[src/rtl/wpwe_pkg.sv]
// Shared types, constants and helpers for the windowed pixel write engine.
// No dependencies; every other file in rtl imports this package.
package wpwe_pkg;

	localparam int FRAME_WIDTH  = 320;
	localparam int FRAME_HEIGHT = 240;
	localparam int STORE_SIZE   = FRAME_WIDTH * FRAME_HEIGHT;
	localparam int ADDR_W       = (STORE_SIZE > 1) ? $clog2(STORE_SIZE) : 1;

	// Coordinates are 9 bits, so the row-major index can reach 511*width+511.
	localparam int COORD_W = 9;
	localparam int IDX_MAX = 511 * FRAME_WIDTH + 511;
	localparam int IDX_W   = $clog2(IDX_MAX + 1);

	localparam int COLOR_W = 16;

	// Command queue between the front and the back.
	localparam int QDEPTH = 4;
	localparam int QPTR_W = $clog2(QDEPTH);
	localparam int QCNT_W = $clog2(QDEPTH + 1);

	typedef enum logic [1:0] {
		MODE_SET_WINDOW = 2'd0,
		MODE_WRITE      = 2'd1,
		MODE_READ       = 2'd2,
		MODE_NONE       = 2'd3
	} mode_t;

	typedef enum logic [1:0] {
		OP_NOP   = 2'd0,
		OP_WRITE = 2'd1,
		OP_READ  = 2'd2
	} op_t;

	typedef struct packed {
		op_t                op;
		logic               oor;
		logic [ADDR_W-1:0]  addr;
		logic [COLOR_W-1:0] color;
	} cmd_t;

	// Row-major index of a coordinate pair.
	function automatic logic [IDX_W-1:0] pixel_index(
		input logic [COORD_W-1:0] x,
		input logic [COORD_W-1:0] y
	);
		pixel_index = IDX_W'(y) * IDX_W'(FRAME_WIDTH) + IDX_W'(x);
	endfunction

	// The store keeps RGB565; widening to 8 bits per component is a shift.
	function automatic logic [7:0] red_of(input logic [COLOR_W-1:0] c);
		red_of = {c[15:11], 3'b000};
	endfunction

	function automatic logic [7:0] green_of(input logic [COLOR_W-1:0] c);
		green_of = {c[10:5], 2'b00};
	endfunction

	function automatic logic [7:0] blue_of(input logic [COLOR_W-1:0] c);
		blue_of = {c[4:0], 3'b000};
	endfunction

endpackage

[src/rtl/wpwe_queue.sv]
// Short command queue that decouples the front end from the store.
// Depends on wpwe_pkg.
module wpwe_queue
	import wpwe_pkg::*;
(
	input  logic clk,
	input  logic arst_n,
	input  logic push,
	input  cmd_t push_cmd,
	input  logic pop,
	output cmd_t head_cmd,
	output logic empty,
	output logic full
);

	cmd_t              entry_q [QDEPTH];
	logic [QPTR_W-1:0] wr_ptr_q, rd_ptr_q;
	logic [QCNT_W-1:0] count_q;

	assign empty    = (count_q == '0);
	assign full     = (count_q == QCNT_W'(QDEPTH));
	assign head_cmd = entry_q[rd_ptr_q];

	always_ff @(posedge clk) begin
		if (push) begin
			entry_q[wr_ptr_q] <= push_cmd;
		end
	end

	always_ff @(posedge clk or negedge arst_n) begin
		if (!arst_n) begin
			wr_ptr_q <= '0;
			rd_ptr_q <= '0;
			count_q  <= '0;
		end else begin
			if (push) begin
				wr_ptr_q <= (wr_ptr_q == QPTR_W'(QDEPTH - 1)) ? '0 : wr_ptr_q + 1'b1;
			end
			if (pop) begin
				rd_ptr_q <= (rd_ptr_q == QPTR_W'(QDEPTH - 1)) ? '0 : rd_ptr_q + 1'b1;
			end
			if (push && !pop) begin
				count_q <= count_q + 1'b1;
			end else if (pop && !push) begin
				count_q <= count_q - 1'b1;
			end
		end
	end

endmodule

[config.mk]
export PLATFORM = sky130hd
export DESIGN_NAME = wpwe_queue
export DESIGN_NICKNAME = d
export VERILOG_FILES = /design/src/rtl/wpwe_pkg.sv /design/src/rtl/wpwe_queue.sv
export SDC_FILE = /design/constraint.sdc
export NUM_CORES = 1
export LEC_CHECK = 0
export ABC_CLOCK_PERIOD_IN_PS = 2000
export BUFFER_PORTS_ARGS = -buffer_cell sky130_fd_sc_hd__buf_2
export CELL_PAD_IN_SITES_DETAIL_PLACEMENT = 0
export CELL_PAD_IN_SITES_GLOBAL_PLACEMENT = 1
export CORE_ASPECT_RATIO = 1.75
export CORE_MARGIN = 5
export CORE_UTILIZATION = 45
export DETAILED_ROUTE_END_ITERATION = 10
export GPL_ROUTABILITY_DRIVEN = 0
export PLACE_DENSITY_LB_ADDON = 0.15
export SLEW_MARGIN = 40
export SYNTH_ARGS = -nofsm -noshare
export SYNTH_HDL_FRONTEND = slang
export SYNTH_SLANG_ARGS = --single-unit
[constraint.sdc]
create_clock -name clk -period 2 [get_ports clk]
set_input_delay 0.4 -clock clk [delete_from_list [all_inputs] [get_ports clk]]
set_output_delay 0.4 -clock clk [all_outputs]
set_load 0.02 [all_outputs]
==> flow_summary.yaml, run 1 <==
status:
  outcome: "complete, but fails checks"
  violations: "setup timing"
setup_path:
  end_kind: "primary output"
  r2r_start: "rd_ptr_q[0]"
  crit_buf_inv: 3
  worstPathArrival_ns: 1.80
  cp_slowest_cell: "mux4_2"
  critPathLaunchType: "register"
  crit_family: "multiplexers"
  r2r_cells: 5
  critical_path_class: "reg2out"
  critPathMostFrequentCell: "buf_6"
  crit_chain: "buf_6, buf_12, mux4_2, buf_6"
  rrSetupSlack_ns: 0.49
  crit_fanout: 6
  cp_data_required_time_ns: 1.60
  r2r_end: "rd_ptr_q[1]"
  max_stage_delay_ns: 0.54
logic_synthesis:
  synth.top_cell.area_share_pct: 76.9
  yosys_warnings: 0
  async_flop_share_pct: 4.64
  ys_ff_latch: 151
  synthFlopType: "edfxtp_1"
  synth.distinct_cells: 20
  synth_top_area_cell: "edfxtp_1"
  syn_area_mm2: 0.00562
  yosysSeqAreaShare_pct: 80.1
  syn_nets: 272
  synth_cells: 225
  synth_area_leaders: "edfxtp_1 77%, mux4_2 14%, dfrtp_1 3.1%, ha_1 1.3%, mux2_2 0.60%"
  syn_avg_cell_area_um2: 25.0
  synth_edf_count: 144
hold_path:
  hold_class: "in2reg"
  min_path_cells: 1
  hp-start: "push_cmd[14]"
  holdPathEnd: "entry_q[3][14]"
timing:
  hold_violations: 0
  rsz0062_at_grt: "true"
  whs_ns: 0.203
  skew_ns: 0.00986
  finalSetupViolCount: 36
  setup_ws_ns: -0.199
  max_freq_mhz: 455
  worstMarginPinSlew_ns: 0.246
  fin_crit_ns: 2.20
  finalCritPeriodShare_pct: 110
  drv_slew: 0
  maxSlewHeadroom_pct: 83.6
routing:
  drcViolationCount: 0
  drtIter0Drc: 108
  num_vias: 2615
  vias_per_cell: 5.02
  wl_um: 10400
  drtAntennaViolNets: 0
  wl_per_cell_um: 19.9
  drt_pass1_iterations: 4
finish:
  antenna_cells: 0
  area_growth_pct: 30.0
  finish.utilization_pct: 59.1
  drive_above_1_share_pct: 50.7
  layout_commonest_cell: "edfxtp_1"
  fill_cells: 915
  final_cells: 521
  fin_nets: 387
  layout_common_cells: "144 x edfxtp_1, 43 x buf_2, 41 x buf_6, 36 x mux4_2, 19 x clkbuf_16"
clock_network:
  numCtsBuffers: 17
  clock-sinks: 151
  cts_tree: "done"
  path_clk_slew_ns: 0.06
  cts_root_buf: "clkbuf_16"
  clk_path_buf_depth: 2
  htree_levels: 4
  clk_latency_ns: 0.41
pwr:
  powerDensity_mw_per_mm2: 1570
  p_total_mw: 11.5
  ir_drop_v: 0.000891
  p_leak_nw: 2.60
global_routing:
  grt_pass1_vias: 2770
  antenna_found_initial: 1
  gr-total-overflow: 0
  grt_max_degree: 37
  grt_pass1_wl_um: 15400
  grt_usage_pct: 14.6
die:
  rows: 54
  die_w_um: 94.5
  io_pins: 78
  die_h_um: 158
  die-area_mm2: 0.0149
  start_util_pct: 45.5
  core_area_mm2: 0.0124
placed_design:
  placed_cells: 475
  place_hpwl_um: 6360
  port-buffer-count: 77
run:
  maxCapViolCount: 0
-- power breakdown --
part / switching [mW] / internal (mW)
Sequential: 0.188 / 4.07
Clock: 1.26 / 1.73
Combinational: 1.98 / 2.28
Total: 3.43 / 8.08
-- worst max-delay path by stage --
stage                 from             to  cells after the start
2_1_floorplan  wr_ptr_q[0]  entry_q[2][0]                      3
3_3_place_gp   rd_ptr_q[0]   head_cmd[27]                      3
3_5_place_dp   rd_ptr_q[0]   head_cmd[27]                      3
4_1_cts        rd_ptr_q[0]   head_cmd[27]                      4
5_1_grt        rd_ptr_q[0]    head_cmd[5]                      4
6_report       rd_ptr_q[0]   head_cmd[27]                      4
-- flip-flops by register name (all words and copies together) (netlist names) --
| register | cells |
|---|---|
| wr_ptr_q | 2 |
| rd_ptr_q | 2 |
| entry_q | 144 |
| count_q | 3 |
-- area by class of cell --
cell class              instances  area (um2)  share of cell area (%)
multi-input cells              62        1040                    14.2
repair buffers                104         972                    13.3
well taps                     168         210                    2.88
clock inverters                15         145                    1.99
flip-flops and latches        151        4500                    61.6
clock buffers                  17         425                    5.82
inverters                       4        15.0                   0.205
-- stage by stage --
stage	TNS [ns]	instance area, um2	setup WS (ns)
3_3_place_gp	0	6300	0.205
4_1_cts	-6.85	7110	-0.237
3_5_place_dp	0	6300	0.207
6_report	-5.73	7310	-0.199
5_1_grt	-7.78	7310	-0.255
2_1_floorplan	0	5620	0.101
-- logic make-up (layout without fill, tap and decap cells) --
group / Yosys count / count (layout) / synth area share, %
compound gates: 2 / 2 / 0.178
xor+xnor: 3 / 3 / 0.468
fa+ha+maj: 7 / 7 / 1.69
buf+inv: 12 / 140 / 1.58
flops: 151 / 151 / 80.1
mux: 39 / 39 / 15.0
simple gates: 11 / 11 / 1.00
-- worst reg2reg max path, stage by stage (launching register included) --
cell and delay (ns):
dfrtp_2 0.44, buf_12 0.16, buf_12 0.14, buf_4 0.14
ha_1 0.27, mux2_2 0.26
-- layer usage --
layer	GRT usage (%)	wire, um	up-vias
met4	6.19	160	2
met1	17.2	4080	1363
met5	0	13	-
met2	24.8	5670	60
met3	4.14	442	11
li1	-	-	1179
-- what timing repair did --
item / CTS / global route
endpoints found under the hold margin: 7 / 0
setup buffers: 9 / 0
cloned: 2 / 2
setup endpoints to repair: 36 / 36
hold buffers: 1 / 0
gates resized for setup: 32 / 47
-- synth_stat cells, types with 2 or more instances --
master / instances
and2_1: 4
buf_2: 4
dfrtp_1: 7
edfxtp_1: 144
ha_1: 6
inv_1: 4
mux2_2: 3
mux4_2: 36
nand2_1: 2
nor2_1: 3
o21ai_0: 2
xor2_1: 2
Note: power is estimated with default switching activity, not from simulation.
==> run 2: changes to the inputs <==
--- a/config.mk
+++ b/config.mk
@@ -15,6 +15,7 @@
 export DETAILED_ROUTE_END_ITERATION = 10
 export GPL_ROUTABILITY_DRIVEN = 0
 export PLACE_DENSITY_LB_ADDON = 0.15
+export SKIP_CTS_REPAIR_TIMING = 1
 export SLEW_MARGIN = 40
 export SYNTH_ARGS = -nofsm -noshare
 export SYNTH_HDL_FRONTEND = slang
==> flow_summary.yaml, run 2 (synthesis results as in run 1) <==
die:
  die_h_um: 158
  die_w_um: 94.5
  start_util_pct: 45.5
  core_area_mm2: 0.0124
  die-area_mm2: 0.0149
  rows: 54
  io_pins: 78
timing:
  fin_crit_ns: 2.16
  finalSetupViolCount: 36
  maxSlewHeadroom_pct: 83.8
  worstMarginPinSlew_ns: 0.244
  hold_violations: 0
  max_freq_mhz: 462
  whs_ns: 0.203
  finalCritPeriodShare_pct: 108
  rsz0062_at_grt: "true"
  setup_ws_ns: -0.164
  drv_slew: 0
  skew_ns: 0.0101
finish:
  fin_nets: 381
  layout_commonest_cell: "edfxtp_1"
  drive_above_1_share_pct: 49.9
  antenna_cells: 0
  layout_common_cells: "144 x edfxtp_1, 66 x buf_2, 36 x mux4_2, 20 x clkbuf_16, 16 x buf_4"
  regMostFlops: "entry_q"
  area_growth_pct: 25.3
  reg.largest.list: "entry_q x144, count_q x3"
  largest_reg_flops: 144
  final_cell_area_mm2: 0.00704
setup_path:
  end_kind: "primary output"
  critical_path_class: "reg2out"
  crit_fanout: 6
  max_stage_delay_ns: 0.50
  critPathLaunch: "rd_ptr_q[0]"
  worstPathArrival_ns: 1.76
  r2r_start: "wr_ptr_q[0]"
  r2r_cells: 4
  rrSetupSlack_ns: 0.48
  critPathLaunchType: "register"
  r2r_end: "entry_q[0][10]"
  cp_slowest_cell: "mux4_2"
  cp_data_required_time_ns: 1.60
  crit_chain: "buf_4, clkbuf_16, mux4_2, buf_2"
routing:
  num_vias: 2595
  wl_per_cell_um: 20.1
  drcViolationCount: 0
  drtIter0Drc: 140
  vias_per_cell: 5.04
  drtAntennaViolNets: 0
  drt_pass1_iterations: 5
  wl_um: 10300
clock_network:
  clk_path_buf_depth: 2
  path_clk_slew_ns: 0.06
  numCtsBuffers: 17
  htree_levels: 4
  clk_latency_ns: 0.41
  cts_tree: "done"
  cts_root_buf: "clkbuf_16"
  clock-sinks: 151
global_routing:
  grt_usage_pct: 14.2
  antenna_found_initial: 1
  grt_pass1_vias: 2729
  gr-total-overflow: 0
  grt_pass1_wl_um: 15000
  grt_max_degree: 37
placed_design:
  place_hpwl_um: 6360
  post_dp_cell_area_mm2: 0.00630
  port-buffer-count: 77
status:
  violations: "setup timing"
  outcome: "complete, but fails checks"
hold_path:
  hold_class: "in2reg"
  holdPathEnd: "entry_q[1][11]"
  min_path_cells: 1
  hp-start: "push_cmd[11]"
pwr:
  p_total_mw: 10.8
  p_leak_nw: 2.49
  powerDensity_mw_per_mm2: 1530
  ir_drop_v: 0.000872
run:
  maxCapViolCount: 0
run 2: changes by cell type in the layout (fill, tap and decap cells not counted), sizes merged:
cell	delta
bufbuf	-1
clkbuf	+1
buf	-6
run 2: cell type report:
type                       instances  area [um2]
clock buffer                      17         425
clock inverter                    15         145
fill                             951        5320
inverter                           4        15.0
multi-input combinational         62        1040
sequential                       151        4500
tap                              168         210
timing repair buffer              98         709
run 2: where the power goes:
part,switching [mW],internal [mW]
registers,0.170,4.07
clock network,1.27,1.73
logic,1.87,1.70
run 2: worst max-delay path by stage:
stage               slack [ns]            end  cells past startpoint
floorplan                 0.10  entry_q[2][0]                      3
global placement          0.21   head_cmd[27]                      3
detailed placement        0.21   head_cmd[27]                      3
CTS                      -0.24   head_cmd[27]                      3
global route             -0.22   head_cmd[24]                      4
finish                   -0.16   head_cmd[29]                      4
run 2: stage by stage:
stage          setup WS, ns  std cells  setup TNS [ns]  utilization (%)
4_1_cts              -0.243        507           -6.60             55.5
6_report             -0.164        515           -5.12             57.0
5_1_grt              -0.222        515           -7.31             57.0
3_5_place_dp          0.207        475               0             50.9
3_3_place_gp          0.205        475               0             50.9
2_1_floorplan         0.101        225               0                -
run 2: per-layer routing:
metal	wire, um	track usage (%)	vias up	share of wire (%)
met1	4040	16.5	1353	39
met5	13	0	-	0.13
li1	-	-	1173	-
met3	443	4.04	10	4.3
met4	144	6.19	2	1.4
met2	5700	24.4	57	55
run 2: critical path, delay by kind of cell, from the launching register on:
family   cells  cell delay [ns]
mux          1             0.50
buf+inv      3             0.48
flops        1             0.37
